--- src/hw/rtl/tsm_pkg.sv ---
// ---------------------------------------------------------------------------
// tsm_pkg
// Shared types, codes and constants of the tone synthesizer / mixer.
// ---------------------------------------------------------------------------
package tsm_pkg;

    localparam int SAMPLE_DEPTH_DEF = 65536;
    localparam int SINE_ENTRIES_DEF = 1024;

    localparam logic [63:0] HALF_PI_Q30 = 64'd1686629713;
    localparam logic [16:0] FULL_LEVEL  = 17'h10000;

    typedef enum logic [1:0] {
        ACT_TONE  = 2'd0,
        ACT_ADD   = 2'd1,
        ACT_READ  = 2'd2,
        ACT_CLEAR = 2'd3
    } t_action;

    localparam logic [1:0] ENV_LINEAR = 2'd1;
    localparam logic [1:0] ENV_EXP    = 2'd2;

    localparam logic [1:0] CFG_SOUND_LEN = 2'd0;
    localparam logic [1:0] CFG_ENV_MODE  = 2'd1;
    localparam logic [1:0] CFG_LIN_STEP  = 2'd2;
    localparam logic [1:0] CFG_DECAY     = 2'd3;

    // controller -> datapath
    typedef struct packed {
        logic load;     // latch request fields
        logic tinit;    // tone start: position, start phase, full level
        logic look;     // sine rom and store read for current position
        logic mul1;     // amplitude * level
        logic mul2;     // * |sine|
        logic twrite;   // accumulate tone sample, advance tone state
        logic srd;      // store read at first_index
        logic awrite;   // single add write-back
        logic clr;      // zero one store entry
        logic respond;  // register result
        logic err;      // result status
    } t_cmd;

    // datapath -> controller
    typedef struct packed {
        t_action act;
        logic    tone_bad;
        logic    idx_bad;
        logic    tone_empty;
        logic    tone_last;
        logic    clr_last;
    } t_sts;

    // Q30 sine on [0, pi/2] by truncated Taylor series, elaboration only
    function automatic logic [63:0] quarter_sine_q30(input logic [63:0] x);
        logic [63:0] x2;
        logic [63:0] term;
        logic signed [65:0] acc;
        x2   = (x * x) >> 30;
        term = x;
        acc  = $signed({2'b00, x});
        for (int n = 1; n <= 7; n++) begin
            term = (term * x2) >> 30;
            term = term / 64'((2 * n) * (2 * n + 1));
            if ((n % 2) == 1) begin
                acc = acc - $signed({2'b00, term});
            end else begin
                acc = acc + $signed({2'b00, term});
            end
        end
        return (acc < 0) ? 64'd0 : acc[63:0];
    endfunction

endpackage

--- src/hw/rtl/tsm_ctrl.sv ---
// ---------------------------------------------------------------------------
// tsm_ctrl
// Request sequencer: decode, per-sample tone loop, single access, clear sweep.
// ---------------------------------------------------------------------------
module tsm_ctrl
    import tsm_pkg::*;
(
    input  logic i_clk,
    input  logic i_rst_n,
    input  logic start,
    output logic busy,
    input  t_sts i_sts,
    output t_cmd o_cmd
);

    typedef enum logic [11:0] {
        ST_IDLE    = 12'b0000_0000_0001,
        ST_CLEAR   = 12'b0000_0000_0010,
        ST_DECODE  = 12'b0000_0000_0100,
        ST_T_INIT  = 12'b0000_0000_1000,
        ST_T_LOOK  = 12'b0000_0001_0000,
        ST_T_MUL1  = 12'b0000_0010_0000,
        ST_T_MUL2  = 12'b0000_0100_0000,
        ST_T_WRITE = 12'b0000_1000_0000,
        ST_S_READ  = 12'b0001_0000_0000,
        ST_A_WRITE = 12'b0010_0000_0000,
        ST_DONE    = 12'b0100_0000_0000,
        ST_SPARE   = 12'b1000_0000_0000
    } t_state;

    t_state r_state, n_state;
    logic   r_err, n_err;
    logic   r_boot, n_boot;

    always_ff @(posedge i_clk) begin
        if (!i_rst_n) begin
            r_state <= ST_CLEAR;   // store is zeroed by a sweep after reset
            r_err   <= 1'b0;
            r_boot  <= 1'b1;
        end else begin
            r_state <= n_state;
            r_err   <= n_err;
            r_boot  <= n_boot;
        end
    end

    always_comb begin
        n_state = r_state;
        n_err   = r_err;
        n_boot  = r_boot;
        o_cmd   = '0;
        unique case (r_state)
            ST_IDLE: begin
                if (start) begin
                    o_cmd.load = 1'b1;
                    n_state    = ST_DECODE;
                end
            end
            ST_DECODE: begin
                unique case (i_sts.act)
                    ACT_TONE: begin
                        n_err   = i_sts.tone_bad;
                        n_state = i_sts.tone_bad ? ST_DONE : ST_T_INIT;
                    end
                    ACT_ADD, ACT_READ: begin
                        n_err   = i_sts.idx_bad;
                        n_state = i_sts.idx_bad ? ST_DONE : ST_S_READ;
                    end
                    ACT_CLEAR: begin
                        n_err   = 1'b0;
                        n_state = ST_CLEAR;
                    end
                    default: n_state = ST_DONE;
                endcase
            end
            ST_CLEAR: begin
                o_cmd.clr = 1'b1;
                if (i_sts.clr_last) begin
                    n_boot  = 1'b0;
                    n_state = r_boot ? ST_IDLE : ST_DONE;
                end
            end
            ST_T_INIT: begin
                o_cmd.tinit = 1'b1;
                n_state     = i_sts.tone_empty ? ST_DONE : ST_T_LOOK;
            end
            ST_T_LOOK: begin
                o_cmd.look = 1'b1;
                n_state    = ST_T_MUL1;
            end
            ST_T_MUL1: begin
                o_cmd.mul1 = 1'b1;
                n_state    = ST_T_MUL2;
            end
            ST_T_MUL2: begin
                o_cmd.mul2 = 1'b1;
                n_state    = ST_T_WRITE;
            end
            ST_T_WRITE: begin
                o_cmd.twrite = 1'b1;
                n_state      = i_sts.tone_last ? ST_DONE : ST_T_LOOK;
            end
            ST_S_READ: begin
                o_cmd.srd = 1'b1;
                n_state   = (i_sts.act == ACT_ADD) ? ST_A_WRITE : ST_DONE;
            end
            ST_A_WRITE: begin
                o_cmd.awrite = 1'b1;
                n_state      = ST_DONE;
            end
            ST_DONE: begin
                o_cmd.respond = 1'b1;
                n_state       = ST_IDLE;
            end
            default: n_state = ST_IDLE;
        endcase
        o_cmd.err = r_err;
    end

    assign busy = (r_state != ST_IDLE);

endmodule

--- config.mk ---
export PLATFORM = sky130hd
export DESIGN_NAME = tsm_ctrl
export DESIGN_NICKNAME = d
export VERILOG_FILES = /design/src/hw/rtl/tsm_pkg.sv /design/src/hw/rtl/tsm_ctrl.sv
export SDC_FILE = /design/constraint.sdc
export NUM_CORES = 1
export LEC_CHECK = 0
export BUFFER_PORTS_ARGS = -buffer_cell sky130_fd_sc_hd__buf_2
export CAP_MARGIN = 5
export CORE_MARGIN = 2
export CORE_UTILIZATION = 40
export CTS_BUF_LIST = sky130_fd_sc_hd__clkbuf_16
export DETAILED_ROUTE_END_ITERATION = 12
export PLACE_DENSITY = 0.61
export SKIP_LAST_GASP = 1
export SLEW_MARGIN = 40
export SYNTH_ARGS = -nofsm -noshare
export SYNTH_HDL_FRONTEND = slang
export SYNTH_SLANG_ARGS = --single-unit
--- constraint.sdc ---
create_clock -name i_clk -period 2.5 [get_ports i_clk]
set_input_delay 0.5 -clock i_clk [delete_from_list [all_inputs] [get_ports i_clk]]
set_output_delay 0.5 -clock i_clk [all_outputs]
set_load 0.005 [all_outputs]
==> results.cfg, run 1 <==
[synthesis]
synth_xor_area_frac = 0.01947
synth-adder-area-share = 0.04172
yosysWarnings = 0
synth_mux_area_frac = 0.01113
synth_flop_cell = dfxtp_1
ys_top_cells_by_area = dfxtp_1 29%, buf_6 5.0%, nand2_1 4.6%
synth_seq_area_share = 0.2893
synthCells = 107
async_flop_share = 0
synth_top_family_by_area = simple AND/OR/NAND/NOR gates
synth-simple-area-share = 0.4256
synth_top_area_cell = dfxtp_1
syn_area_um2 = 899.6
syn_avg_cell_area_um2 = 8.408
synth_fp_nets = 120
synth-edff-count = 0
synth_top_area_frac = 0.2893
synth_compound_area_frac = 0.1335
yosysUniqueCellTypes = 39
synth-seq-cells = 13

[place]
place_area_um2 = 987.2
port_buffers = 21
dp_cells = 151
dp_hpwl_mm = 1.467
post-place-ws_ns = 0.6568
place_congestion = 0.8838

[die]
die_area_um2 = 2645
coreArea_um2 = 2170
io_pins = 22
die_w_um = 51.43
die_y_um = 51.43
rows = 17
start_util = 0.4146

[setup_path]
critPathLaunchType = register
cp.required_ns = 2.00
critPathLaunch = r_state[4]$_SDFFE_PN0P_
critPathMaxFanout = 5
reg2reg_from = r_state[1]$_SDFFE_PN1P_
cp-end-kind = primary output
crit_path_end = o_cmd[4]
critPathMaxStageDelay_ns = 0.33
crit_buf_inv = 1
cp_top_family = simple AND/OR/NAND/NOR gates
worstPathCellList = or2_1, nor4_1, nand2_1, nor2_1, buf_2
rrSetupSlack_ns = 0.81
arrival_ns = 1.61
criticalPathCategory = reg2out
reg2reg_depth = 5
cp_num_cells = 5
cp_slowest_cell = dfxtp_1
r2r_end = r_state[7]$_SDFFE_PN0P_

[route]
wire_per_inst_um = 12.00
drtPass1Iterations = 4
vias = 806
antenna_left = 0
drc = 0
wl_mm = 1.860
post_drt_via_cell_ratio = 5.200
first_iter_violations = 7

[clock_tree]
cts_buffer_depth = 2
cts_buffers = 3
path_clk_slew_ns = 0.05
hold_buffers = 0
clock-sinks = 13
cts_tree = built
insertion_delay_ns = 0.24
cts_setup_buffers = 0
cts.repair.resized = 0
h-tree-depth = 1
cts_root_buf = clkbuf_16

[final_layout]
post-route-cell-area_um2 = 1066
num-nets-final = 141
fillers = 221
drive_gt1_frac = 0.2677
areaGrowthSynthToFinish_pct = 18.50
num_antenna_cells = 0
fin_cells = 155

[power_and_ir_drop]
totalPowerFinal_mw = 0.6283
pwr_density_cell_nw_per_um2 = 589.4
vdd_drop_max_mv = 0.4057
p_leak_nw = 0.4701

[global_routing]
grt_pass1_wl_mm = 3.215
overflow = 0
antenna_found_initial = 0
met3_usage = 0.02632
use_met2 = 0.2564
grt_pass1_vias = 706
met1_usage = 0.2172
grt_start_max_net_pins = 11
busiest_layer = met2
grt_usage = 0.1631

[sta]
clock-skew-final_ns = 0.003678
rsz0062_at_grt = no
finalSetupViolations = 0
period_needed_ns = 2.109
timing.final.hold_violations = 0
slew_violations = 0
worst_pin_slew_ns = 0.4117
max_freq_mhz = 474.2
relSlewSlack = 0.7235
worst_slack_ns = 0.3912
fin_crit_sh = 0.8435
finalSetupTns_ns = 0

[run_status]
status = complete, no violations

[hold_path]
hp-class = in2reg
holdPathStages = 2

[job]
cap_violations = 0
per-layer routing:
layer | vias to the layer above | wire (µm) | part of all wire
met3 | 2 | 63 | 0.034
li1 | 418 | - | -
met5 | - | 0 | 0
met4 | 0 | 9 | 0.0048
met1 | 371 | 854 | 0.46
met2 | 15 | 933 | 0.50
placed cells by master (no fill, tap or decap), drive strengths merged:
cell    instances
a31oi           3
and2            3
mux2i           1
and4b           3
dfxtp          13
nor2           11
a21oi           1
a21o            1
nand2          11
a32o            1
or2b            2
nor2b           2
a21boi          1
nand3           3
a311oi          1
a21bo           1
or3             1
and3            5
o21a            1
nor3            6
o41a            1
nor3b           2
ha              3
inv             6
nand3b          2
clkbuf          3
nand2b          4
nor4            4
or4             1
or2             1
xor2            2
o21ai           6
buf            21
layout make-up:
type,count,area [µm²],area share
clock buffers,3,75.07,0.07042
well taps,28,35.03,0.03286
inverters,5,18.77,0.01761
clock inverters,1,3.754,0.003521
flip-flops and latches,13,260.3,0.2441
repair buffers,21,105.1,0.09859
multi-input cells,84,568.0,0.5329
worst min path at each step:
| stage | from | end | slack [ns] |
|---|---|---|---|
| 2_1_floorplan | r_boot$_SDFFE_PN1P_ | r_boot$_SDFFE_PN1P_ | 0.46 |
| 3_3_place_gp | r_boot$_SDFFE_PN1P_ | r_boot$_SDFFE_PN1P_ | 0.48 |
| 3_5_place_dp | r_boot$_SDFFE_PN1P_ | r_boot$_SDFFE_PN1P_ | 0.49 |
| 4_1_cts | i_sts[3] | r_state[8]$_SDFFE_PN0P_ | 0.43 |
| 5_1_grt | i_sts[3] | r_state[8]$_SDFFE_PN0P_ | 0.44 |
| 6_report | i_sts[3] | r_state[8]$_SDFFE_PN0P_ | 0.43 |
where the power goes:
group          leakage, nW  internal (mW)  switching, mW
registers            0.106          0.216         0.0184
logic                0.322         0.0485         0.0482
clock network       0.0423          0.211         0.0864
state kept, by name, indices dropped and copies added, names as in the netlist:
name	cells
r_boot	1
r_err	1
r_state	11
synth_stat cells (all sizes together) (2+ instances only):
cell type and count:
nor4 4, nand3 3, dfxtp 13, nand2 11
xor2 2, or2b 2, inv 5, nor2b 2
nor3b 2, ha 3, nand3b 2, and2 3
and4b 3, a31oi 3, o21ai 6, nand2b 4
nor3 6, nor2 11, and3 5, buf 5
logic make-up after synthesis:
kind of cell	count (synthesis)
compound gates	17
simple gates	61
xor+xnor	2
fa+ha+maj	3
mux	1
buf+inv	10
flops	13
through the flow:
stage               hold WS, ns    util
floorplan                0.4648       -
global placement         0.4800  0.4550
detailed placement       0.4924  0.4550
global route             0.4371  0.4913
finish                   0.4314  0.4913
CTS                      0.4296  0.4913
Note: power is estimated with default switching activity, not from simulation.
==> run 2: changes to the inputs <==
clock period = 2 ns   (was 2.5 ns; I/O delays follow)
==> results.cfg, run 2 (synthesis gave the netlist of run 1 again) <==
[final_layout]
drive_gt1_frac = 0.3125
largest_reg_flops = 11
final_cell_mix = 21 x buf_2, 11 x nand2_1, 10 x dfxtp_1
post-route-cell-area_um2 = 1099
utilization = 0.5063
num-nets-final = 142
num_antenna_cells = 0
areaGrowthSynthToFinish_pct = 22.11
regMostFlops = r_state
final_common_cell = buf_2
reg_top3 = r_state x11, r_boot x1, r_err x1

[power_and_ir_drop]
pwr_density_cell_nw_per_um2 = 726.9
vdd_drop_max_mv = 0.5345
p_leak_nw = 0.4854
totalPowerFinal_mw = 0.7985

[sta]
fin_crit_sh = 0.9448
max_freq_mhz = 529.2
slew_violations = 0
relSlewSlack = 0.7289
timing.final.hold_violations = 0
finalSetupViolations = 0
whs_ns = 0.3187
worst_pin_slew_ns = 0.4061
finalSetupTns_ns = 0
clock-skew-final_ns = 0.0003769
period_needed_ns = 1.890
rsz0062_at_grt = yes

[clock_tree]
cts_root_buf = clkbuf_16
h-tree-depth = 1
cts_tree = built
cts_buffer_depth = 2
cts_buffers = 3
path_clk_slew_ns = 0.04
insertion_delay_ns = 0.24
clock-sinks = 13

[die]
coreArea_um2 = 2170
rows = 17
io_pins = 22
die_area_um2 = 2645
start_util = 0.4146
die_y_um = 51.43
die_w_um = 51.43

[route]
first_iter_violations = 16
antenna_left = 0
vias = 830
post_drt_via_cell_ratio = 5.321
wl_mm = 2.018
drc = 0
wire_per_inst_um = 12.94
drtPass1Iterations = 4

[run_status]
status = complete, no violations

[global_routing]
met3_usage = 0.03509
grt_pass1_wl_mm = 3.422
use_met2 = 0.2714
met1_usage = 0.2280
grt_pass1_vias = 795
overflow = 0
busiest_layer = met2
grt_start_max_net_pins = 11
grt_usage = 0.1753
antenna_found_initial = 0

[setup_path]
cp_num_cells = 5
cp_slowest_cell = dfxtp_2
arrival_ns = 1.49
cp_top_family = simple AND/OR/NAND/NOR gates
criticalPathCategory = reg2out
critPathMaxStageDelay_ns = 0.37
cp.required_ns = 1.60
cp-end-kind = primary output
worstPathCellList = nor4_4, buf_4, nand3_4, nor3_1, buf_2
critPathMaxFanout = 10
crit_buf_inv = 2
reg2reg_depth = 5
critPathLaunchType = register

[hold_path]
holdPathStages = 2
hp-class = in2reg

[place]
port_buffers = 21
place_congestion = 0.8840
place_area_um2 = 987.2
dp_hpwl_mm = 1.505

[job]
cap_violations = 0
## run 2: cell count changes in the layout (fill, tap and decap cells not counted)
cell,previous run,this run
and3_4,0,1
nor4_1,3,2
and3_1,5,4
nor2_4,0,2
buf_4,0,1
dfxtp_2,0,3
dfxtp_1,13,10
nor4_2,0,1
nor2_2,2,0
## run 2: where the power goes
| group | internal, mW | switching [mW] | total [mW] |
|---|---|---|---|
| sequential | 0.271 | 0.0235 | 0.294 |
| combinational | 0.0641 | 0.0634 | 0.127 |
| clock | 0.264 | 0.113 | 0.377 |
| total | 0.599 | 0.200 | 0.799 |
## run 2: final timing paths
check,start,to,slack [ns]
setup reg to reg,r_state[1]$_SDFFE_PN1P_,r_state[7]$_SDFFE_PN0P_,0.42
hold reg to reg,r_boot$_SDFFE_PN1P_,r_boot$_SDFFE_PN1P_,0.50
hold / removal,i_sts[4],r_state[3]$_SDFFE_PN0P_,0.32
setup / recovery,r_state[3]$_SDFFE_PN0P_,o_cmd[6],0.11
## run 2: layout make-up
cell class              instances  area (µm²)
clock buffers                   3       75.07
clock inverters                 1       3.754
fillers                       223        1071
inverters                       5       18.77
multi-input cells              84       589.3
flip-flops and latches         13       264.0
well taps                      28       35.03
repair buffers                 22       112.6
## run 2: through the flow
stage,worst slack [ns],cells
6_report,0.1104,156
5_1_grt,-0.004290,156
4_1_cts,0.05853,156
3_5_place_dp,0.2693,151
3_3_place_gp,0.2683,151
2_1_floorplan,0.4515,107
## run 2: worst register-to-register path, stage by stage, from the launching register on
cell and delay, ns:
dfxtp_2 0.44, inv_2 0.07, or3_4 0.39, o41a_1 0.37, o21ai_2 0.12, nor4_1 0.08
## run 2: what timing repair did
action / 4_1_cts / 5_1_grt
setup endpoints to repair: 1 / 8
pin swaps: 1 / 0
resized for setup: 0 / 7
setup buffers: 1 / 0
hold buffers: 0 / 0
## run 2: metal layers
metal,part of all wire,up-vias
li1,-,422
met1,0.45,387
met2,0.49,16
met3,0.034,5
met4,0.017,0
met5,0,-
